### config.mk
export PLATFORM = sky130hd
export DESIGN_NAME = ipsf_cell
export DESIGN_NICKNAME = d
export VERILOG_FILES = /design/src/rtl/ipsf_cell.sv
export SDC_FILE = /design/constraint.sdc
export NUM_CORES = 1
export LEC_CHECK = 0
export ABC_AREA = 1
export BUFFER_PORTS_ARGS = -buffer_cell sky130_fd_sc_hd__buf_4
export CAP_MARGIN = 20
export CELL_PAD_IN_SITES_DETAIL_PLACEMENT = 0
export CELL_PAD_IN_SITES_GLOBAL_PLACEMENT = 2
export CORE_MARGIN = 5
export CORE_UTILIZATION = 25
export CTS_CLUSTER_SIZE = 16
export DETAILED_ROUTE_END_ITERATION = 10
export PLACE_DENSITY_LB_ADDON = 0.1
export RECOVER_POWER = 25
export SLEW_MARGIN = 10
export SYNTH_ARGS = -nofsm -noshare
export SYNTH_HDL_FRONTEND = slang
export SYNTH_SLANG_ARGS = --single-unit
### constraint.sdc
create_clock -name clk -period 3.8 [get_ports clk]
set_clock_uncertainty 0.1 [all_clocks]
set_input_delay 0.38 -clock clk [delete_from_list [all_inputs] [get_ports clk]]
set_output_delay 0.38 -clock clk [all_outputs]
set_load 0.02 [all_outputs]
### src/rtl/ipsf_cell.sv
// ----------------------------------------------------------------------------
// ipsf_cell
// One slot of the sorting chain: compare, hold or shift on insert, shift
// toward the head on drain.
// ----------------------------------------------------------------------------
module ipsf_cell (
	input  logic        clk,
	input  logic        arst_n,
	input  logic        ins,
	input  logic        drain,
	input  logic [31:0] addr,
	input  logic        prev_ge,
	input  logic [31:0] prev_data,
	input  logic        prev_valid,
	input  logic [31:0] next_data,
	input  logic        next_valid,
	output logic        ge,
	output logic [31:0] data,
	output logic        valid
);

	logic [31:0] data_q;
	logic        valid_q;

	assign ge    = valid_q && (data_q >= addr);
	assign data  = data_q;
	assign valid = valid_q;

	always_ff @(posedge clk or negedge arst_n) begin
		if (!arst_n) begin
			valid_q <= 1'b0;
		end else if (drain) begin
			valid_q <= next_valid;
		end else if (ins && !ge) begin
			valid_q <= prev_ge ? 1'b1 : prev_valid;
		end
	end

	always_ff @(posedge clk) begin
		if (drain) begin
			data_q <= next_data;
		end else if (ins && !ge) begin
			data_q <= prev_ge ? addr : prev_data;
		end
	end

endmodule

==> metrics.yaml <==
status:
  status: "complete, but fails checks"
  violations: "max-capacitance violations, max-slew violations"
logic_synthesis:
  yosys.area_share.xor_xnor_pct: 0
  synth_compound_area_share_pct: 17.3
  synth_edf_count: 32
  yosys_register_bits: 33
  synth_cells: 326
  synthArstFlopShare_pct: 3.03
  synth_top_area_share_pct: 38.0
  synth-main-ff-cell: "edfxtp_1"
  synth_top_family_by_area: "simple AND/OR/NAND/NOR gates"
  netlist_top_cells_count: "nand2_1 (97), o21ai_0 (62), inv_1 (42)"
  postSynthAreaPerCell_um2: 7.76
  synth.most_common_cell: "nand2_1"
  syn_nets: 461
  ys_top_cells_by_area: "edfxtp_1 (38%), ha_1 (16%), nand2_1 (14%)"
  synth-simple-area-share_pct: 19.4
  ys_seq_area_share_pct: 39.0
  synth_area_leader_cell: "edfxtp_1"
  ys_warn_count: 0
  synth_mux_area_share_pct: 0
  syn_area_um2: 2530
  synth-adder-area-share_pct: 15.8
  synth.distinct_cells: 20
sta:
  fin_setup_tns_ns: 0
  layout_min_cycle_time_ns: 2.71
  hold_viol: 0
  slew_violations: 64
  rsz0062_at_grt: "no"
  fmax_mhz: 368
  hold_ws_ns: 0.271
  fin_crit_sh_pct: 71.4
  slew_headroom_pct: -67.2
  setup_violations: 0
  tightest_slew_ns: 2.51
die:
  num_io_pins: 137
  row_count: 36
  die_area_um2: 12200
  fp.dieH_um: 111
  fp.dieW_um: 111
  initial_utilization_pct: 25.8
  coreArea_um2: 9820
clocking:
  postCtsSetupRepairBufs: 0
  htreeDepth: 2
  cts_resized: 0
  worstSkewPairLatency_ns: 0.28
  cts-root-buf: "clkbuf_8"
  cts_buffers: 5
  clock-sinks: 33
  cts_tree: "done"
  clk_path_buf_depth: 2
  cts.reportedPaths.clkPinSlew_ns: 0.07
finish:
  drive_above_1_share_pct: 32.9
  nets: 591
  syn2layout_area_growth_pct: 47.8
  num_antenna_cells: 0
worst_setup_path:
  crit_fanout: 63
  r2r_start: "data[3]"
  cp_cell_sequence: "clkbuf_1 -> inv_1 -> nand2_1 -> a21oi_1"
  cp_slowest_cell: "clkbuf_1"
  r2r_cells: 12
  arrival_ns: 2.64
  crit_type: "primary input to flip-flop"
  slowest_delay_ns: 1.75
  crit_start: "prev_ge"
  cp_num_cells: 4
  cp_top_family: "buffers and inverters"
  cp-endpoint: "data[0]"
  ff2ff_setup_slack_ns: 1.26
  required_ns: 3.73
  timing.rr.end: "data[12]"
  startpoint_type: "primary input"
  worst-path-buf-inv: 2
  cp-end-kind: "flip-flop"
detailed_routing:
  drtIter0Drc: 95
  via_per_inst: 4.22
  firstDrtPassIters: 4
  routed_wl_um: 7630
  vias: 2484
  post-route-drc-count: 0
  ant_nets: 0
  wl_per_cell_um: 13.0
placed_design:
  hpwl_um: 5920
  io_buffers: 136
  place_congestion: 0.741
pwr:
  p_leak_uw: 0.00190
  pwr_density_cell_nw_per_um2: 302
  ir_drop_v: 0.000120
grt:
  grt_pass1_wl_um: 12600
  grt_use_total_pct: 12.4
  grt_overflow_total: 0
  grt_max_degree: 64
  grt_antenna_before_repair: 0
  grt_pass1_vias: 2689
flow_run:
  cap_violations: 1
hold_path:
  hold_path.class: "primary input to flip-flop"
## layout make-up
cell class	instances	area (um^2)
sequential	33	986
inverter	43	161
clock inverter	1	3.75
timing repair buffer	137	1020
fill	1084	6080
multi-input combinational	236	1330
clock buffer	6	72.6
tap	133	166
## per-layer routing
layer / up-vias / part of all wire, % / global-route usage [%]
li1: 1341 / - / -
met1: 1053 / 46 / 16.0
met2: 86 / 46 / 20.0
met3: 4 / 7.8 / 4.54
met4: 0 / 0.67 / 2.71
met5: - / 0 / 0
## cell families after synthesis
| kind of cell | Yosys count |
|---|---|
| compound gates | 86 |
| fa+ha+maj | 32 |
| buf+inv | 57 |
| flops | 33 |
| simple gates | 118 |
## tightest hold or removal path, stage by stage
cell	delay (ns)
buf_4	0.08
nand2_1	0.04
o21ai_0	0.05
## power by group
group	internal (uW)	leakage, uW	switching, uW	total (uW)
Clock	124	0.0000387	131	254
Sequential	451	0.000338	23.8	475
Combinational	187	0.00152	212	399
## sequential cells by signal, summed over array words and instances (netlist names)
| signal | count |
|---|---|
| valid | 1 |
| data | 32 |
## what timing repair did
action,in CTS,in global routing
hold buffers,1,0
setup endpoints to repair,0,0
endpoints found under the hold margin,1,0
## how the worst min path moves through the flow
stage                        from  endpoint  slack, ns  depth (start not counted)
floorplan                  arst_n     valid      -0.02                          0
global placement           arst_n     valid       0.06                          1
detailed placement         arst_n     valid       0.06                          1
CTS                 next_data[29]  data[29]       0.26                          3
global route        next_data[14]  data[14]       0.27                          3
finish              next_data[25]  data[25]       0.27                          3
## metrics by stage
stage / power [uW] / util (%) / instance area (um^2) / setup slack (ns) / cells
final: 1130 / 38.1 / 3740 / 1.09 / 589
after global routing: 1220 / 38.1 / 3740 / 0.709 / 589
after CTS: 1160 / 38.2 / 3750 / 1.17 / 589
after detailed placement: 891 / 37.3 / 3660 / 1.08 / 581
after global placement: 891 / 37.3 / 3660 / 1.10 / 581
after floorplan: 698 / - / 2530 / 1.47 / 326
## placed cells by master (no fill, tap or decap)
| cell type | synthesis | final |
|---|---|---|
| clkbuf_8 | 0 | 5 |
| o21ai_1 | 2 | 2 |
| nor2_2 | 2 | 2 |
| inv_1 | 42 | 42 |
| a21oi_1 | 20 | 20 |
| nand2_2 | 5 | 5 |
| edfxtp_1 | 32 | 32 |
| clkbuf_4 | 0 | 1 |
| nand4_1 | 3 | 3 |
| nor3_4 | 1 | 1 |
| clkinv_1 | 0 | 1 |
| o21ai_0 | 62 | 62 |
| nand3_1 | 1 | 1 |
| dfrtp_1 | 1 | 1 |
| a21oi_2 | 1 | 1 |
| nand2_1 | 97 | 97 |
| clkbuf_1 | 11 | 3 |
| buf_4 | 0 | 133 |
| o21a_1 | 1 | 1 |
| inv_2 | 1 | 1 |
| nor2_1 | 8 | 8 |
| dlygate4sd3_1 | 0 | 1 |
| nor4_2 | 1 | 1 |
| ha_1 | 32 | 32 |
Note: power is estimated with default switching activity, not from simulation.
