===== config.mk =====
export PLATFORM = sky130hd
export DESIGN_NAME = ipsf_emit
export DESIGN_NICKNAME = d
export VERILOG_FILES = /design/src/rtl/ipsf_pkg.sv /design/src/rtl/ipsf_emit.sv
export SDC_FILE = /design/constraint.sdc
export NUM_CORES = 1
export LEC_CHECK = 0
export BUFFER_PORTS_ARGS = -buffer_cell sky130_fd_sc_hd__buf_2
export CELL_PAD_IN_SITES_DETAIL_PLACEMENT = 0
export CELL_PAD_IN_SITES_GLOBAL_PLACEMENT = 2
export CORE_MARGIN = 2
export CORE_UTILIZATION = 37
export DETAILED_ROUTE_END_ITERATION = 10
export GPL_ROUTABILITY_DRIVEN = 0
export HOLD_SLACK_MARGIN = 0.1
export PLACE_DENSITY = 0.93
export SKIP_CTS_REPAIR_TIMING = 1
export SYNTH_ARGS = -nofsm -noshare
export SYNTH_HDL_FRONTEND = slang
export SYNTH_SLANG_ARGS = --single-unit

===== constraint.sdc =====
create_clock -name clk -period 2.2 [get_ports clk]
set_input_delay 0.44 -clock clk [delete_from_list [all_inputs] [get_ports clk]]
set_output_delay 0.44 -clock clk [all_outputs]
set_load 0.01 [all_outputs]

===== src/rtl/ipsf_pkg.sv =====
// ----------------------------------------------------------------------------
// ipsf_pkg
// Types and constants shared by the IPv4 descending sort filter.
// ----------------------------------------------------------------------------
package ipsf_pkg;

	localparam logic [1:0] MODE_ALL    = 2'd0;
	localparam logic [1:0] MODE_FIRST  = 2'd1;
	localparam logic [1:0] MODE_FIRST2 = 2'd2;
	localparam logic [1:0] MODE_ANY    = 2'd3;

	localparam logic [1:0] REG_FILTER_MODE = 2'd0;
	localparam logic [1:0] REG_KEY_FIRST   = 2'd1;
	localparam logic [1:0] REG_KEY_SECOND  = 2'd2;

	typedef struct packed {
		logic [7:0] octet_a;
		logic [7:0] octet_b;
		logic [7:0] octet_c;
		logic [7:0] octet_d;
		logic       last_address;
	} item_t;

	typedef struct packed {
		logic [7:0] out_a;
		logic [7:0] out_b;
		logic [7:0] out_c;
		logic [7:0] out_d;
		logic       entry_valid;
		logic       last_result;
		logic       overflowed;
	} result_t;

	typedef struct packed {
		logic [1:0] filter_mode;
		logic [7:0] key_first;
		logic [7:0] key_second;
	} cfg_t;

	typedef struct packed {
		logic step;
		logic finish;
		logic overflow;
	} drain_ctrl_t;

endpackage


===== src/rtl/ipsf_emit.sv =====
// ----------------------------------------------------------------------------
// ipsf_emit
// Filter the head of the chain and issue results, holding one passing
// address back so the final one can be marked last.
// ----------------------------------------------------------------------------
module ipsf_emit (
	input  logic                  clk,
	input  logic                  arst_n,
	input  ipsf_pkg::drain_ctrl_t ctrl,
	input  ipsf_pkg::cfg_t        cfg,
	input  logic [31:0]           head,
	output logic                  res_valid,
	output ipsf_pkg::result_t     res
);

	logic [31:0]       pend_q;
	logic              pend_valid_q;
	logic              res_valid_q;
	ipsf_pkg::result_t res_q;
	logic              pass;

	always_comb begin
		case (cfg.filter_mode)
			ipsf_pkg::MODE_ALL:    pass = 1'b1;
			ipsf_pkg::MODE_FIRST:  pass = head[31:24] == cfg.key_first;
			ipsf_pkg::MODE_FIRST2: pass = (head[31:24] == cfg.key_first)
			                           && (head[23:16] == cfg.key_second);
			default:               pass = (head[31:24] == cfg.key_first)
			                           || (head[23:16] == cfg.key_first)
			                           || (head[15:8] == cfg.key_first)
			                           || (head[7:0] == cfg.key_first);
		endcase
	end

	always_ff @(posedge clk or negedge arst_n) begin
		if (!arst_n) begin
			pend_valid_q <= 1'b0;
			res_valid_q  <= 1'b0;
		end else begin
			res_valid_q <= (ctrl.step && pass && pend_valid_q) || ctrl.finish;
			if (ctrl.finish) begin
				pend_valid_q <= 1'b0;
			end else if (ctrl.step && pass) begin
				pend_valid_q <= 1'b1;
			end
		end
	end

	always_ff @(posedge clk) begin
		if (ctrl.step && pass) begin
			pend_q <= head;
		end
		if (ctrl.finish || (ctrl.step && pass)) begin
			res_q.out_a       <= pend_valid_q ? pend_q[31:24] : 8'd0;
			res_q.out_b       <= pend_valid_q ? pend_q[23:16] : 8'd0;
			res_q.out_c       <= pend_valid_q ? pend_q[15:8] : 8'd0;
			res_q.out_d       <= pend_valid_q ? pend_q[7:0] : 8'd0;
			res_q.entry_valid <= pend_valid_q;
			res_q.last_result <= ctrl.finish;
			res_q.overflowed  <= ctrl.overflow;
		end
	end

	assign res_valid = res_valid_q;
	assign res       = res_q;

endmodule


==> flow_metrics.env <==
export IMPL_synth_ff_type="edfxtp_1"
export IMPL_clock_tree_buffer_depth=2
export IMPL_timing_max_transition_violations_final=0
export IMPL_crit_path_max_incr_delay_ns=0.34
export IMPL_finish_cell_count_without_fillers=383
export IMPL_cp_cell_sequence="buf_2 -> xnor2_1 -> nand4_1 -> nor4_2 -> o221ai_2 -> o21ai_4 -> buf_12"
export IMPL_hold_path_startpoint="ctrl[0]"
export IMPL_max_freq_ghz=0.5425
export IMPL_run_status="finished clean"
export IMPL_rsz0062_at_grt="false"
export IMPL_firstDrtPassIters=4
export IMPL_drt_wirelength_per_cell_um=15.31
export IMPL_worstReg2RegStart="pend_valid_q"
export IMPL_drt_total_wl_um=5865
export IMPL_ys_types=22
export IMPL_route_vias_total=1697
export IMPL_row_count=32
export IMPL_die_width_um=92.67
export IMPL_worst_setup_hold_path_clk_slew_ns=0.07
export IMPL_static_leakage_power_nw=1.474
export IMPL_worstPathMaxFanout=17
export IMPL_grt_pass1_wl_um=8976
export IMPL_final_min_clock_period_ns=1.843
export IMPL_setup_tns_final_ns=0
export IMPL_tightestPinTransition_ns=0.5865
export IMPL_worstSkewPairLatency_ns=0.34
export IMPL_share_of_flip_flops_with_an_asynchronous_set_or_reset_after_synthesis_pct=2.899
export IMPL_drc_errors=0
export IMPL_cts_made_buffers=9
export IMPL_relSlewSlack_pct=60.57
export IMPL_core_area_um2=7687
export IMPL_cts_tree="built"
export IMPL_yosysSeqAreaShare_pct=70.88
export IMPL_cts_root_buf="clkbuf_8"
export IMPL_drv_cap=0
export IMPL_synthesis_yosys_warnings=0
export IMPL_fin_nets=331
export IMPL_ys_ff_latch=69
export IMPL_post_route_cell_area_um2=3744
export IMPL_total_die_area_um2=8588
export IMPL_placed_cells_incl_taps=366
export IMPL_total_power_w=0.002913
export IMPL_clkSinkCount=69
export IMPL_worstSetupEndpointType="flip-flop"
export IMPL_numPortBuffers=90
export IMPL_postSynthCellCount=178
export IMPL_drt_antenna_violating_nets=0
export IMPL_synth_cell_area_um2=2909
export IMPL_postSynthAreaPerCell_um2=16.34
export IMPL_synth_edff_count=67
export IMPL_cp_data_required_time_ns=2.25
export IMPL_critical_path_slowest_cell="nor4_2"
export IMPL_report_final_setup_viol=0
export IMPL_finalHoldViolations=0
export IMPL_path_class="primary input to flip-flop"
export IMPL_floorplan_io_pins=91
export IMPL_critical_path_arrival_ns=1.89
export IMPL_grt_antenna_before_repair=0
export IMPL_global_route_usage_total_pct=14.40
export IMPL_vias_per_cell=4.431
export IMPL_grt_start_max_net_pins=19
export IMPL_fin_skew_ns=0.005277
export IMPL_dp_hpwl_um=4486
export IMPL_floorplan_die_height_um=92.67
export IMPL_final_core_utilization_pct=48.70
export IMPL_irDropWorstVdd_mv=0.2557
export IMPL_crit_path_launch="head[18]"
export IMPL_mappedNetlistNets=233
export IMPL_worstSetupStartpointType="primary input"
export IMPL_timing_final_crit_share_pct=83.79
export IMPL_gr_overflow_total=0
export IMPL_worst_path_buf_inv=2
export IMPL_min_path_type="primary input to flip-flop"
export IMPL_area_growth_pct=28.69
export IMPL_dpl_cell_area_um2=3552
export IMPL_start_util_pct=37.84
export IMPL_fillers=702
export IMPL_crit_path_max_delay_family="simple AND/OR/NAND/NOR gates"
export IMPL_drive_above_1_share_pct=44.13
export IMPL_detailedRoute_firstIterationViolations=68
export IMPL_via_count_of_the_first_global_routing_pass=1768
export IMPL_cts_max_level=3
export IMPL_antennaDiodeCount=0
export IMPL_power_density_nw_per_um2=778.2
==> Yosys cell counts, drive strengths merged, types with 2 or more instances <==
cell	n	area share, %
inv	2	0.26
buf	8	2.3
nor2	4	0.52
clkbuf	3	0.39
nor4	2	0.65
nand4	10	2.4
dfrtp	2	1.7
xnor2	40	14
o21ai	3	0.52
and2	32	6.9
edfxtp	67	69
==> worst register-to-register path: stages, from the launching register on <==
cell and delay [ns]:
dfrtp_1 0.54, buf_4 0.26, and2_1 0.15
==> logic make-up after synthesis <==
family	count (synthesis)	synth area share (%)
XOR/XNOR	40	13.59
buffers and inverters	13	2.925
AND/OR/NAND/NOR	50	10.80
flip-flops	69	70.88
AO/OA/AOI/OAI	6	1.806
==> final timing paths <==
path                                 to  slack (ns)  cells past startpoint
setup / recovery                res[26]        0.36                      7
hold / removal                   res[0]        0.28                      1
setup reg to reg                res[31]        1.01                      2
hold reg to reg                  res[7]        0.53                      1
max in group asynchronous  pend_valid_q        1.68                      2
min in group asynchronous     res_valid        0.42                      2
==> flip-flops by register name (all words and copies together) (netlist names) <==
register      flops
res              35
res_valid         1
pend_valid_q      1
pend_q           32
==> metrics by stage <==
| step | setup WS, ns | hold slack [ns] |
|---|---|---|
| global route | 0.2777 | 0.2631 |
| CTS | 0.3534 | -0.1387 |
| finish | 0.3567 | 0.2813 |
| global placement | 0.01545 | 0.2295 |
| detailed placement | -0.004601 | 0.2313 |
| floorplan | -0.1752 | 0.1444 |
==> layer usage <==
layer | vias to the layer above | routed length [µm] | global-route usage [%]
met5 | - | 0 | 0
met4 | 0 | 119 | 6.740
met3 | 11 | 374 | 4.801
li1 | 832 | - | -
met1 | 791 | 2486 | 17.90
met2 | 63 | 2884 | 22.81
==> report_power, final <==
group | switching, W | leakage [nW] | internal [W]
registers | 0.0000285 | 0.693 | 0.00156
clock network | 0.000439 | 0.0888 | 0.000510
logic | 0.000195 | 0.692 | 0.000177
total | 0.000662 | 1.47 | 0.00225
==> area by class of cell <==
type                            instances  area, µm²  area share, %
Clock buffer                           10      127.6          3.409
Multi-Input combinational cell         96      802.0          21.42
Clock inverter                          6      53.80          1.437
Timing Repair Buffer                   98      563.0          15.04
Sequential cell                        69       2062          55.08
Inverter                                2      7.507         0.2005
Tap cell                              102      127.6          3.409
==> layout by cell type (no fill, tap or decap), drive strengths merged, types with 2 or more instances in the layout <==
cell type / n
nor2: 4
edfxtp: 67
nor4: 2
and2: 32
clkbuf: 10
nand4: 10
inv: 2
buf: 97
xnor2: 40
dfrtp: 2
o21ai: 3
clkinv: 4
No activity file was read; power rests on OpenSTA's default activity.
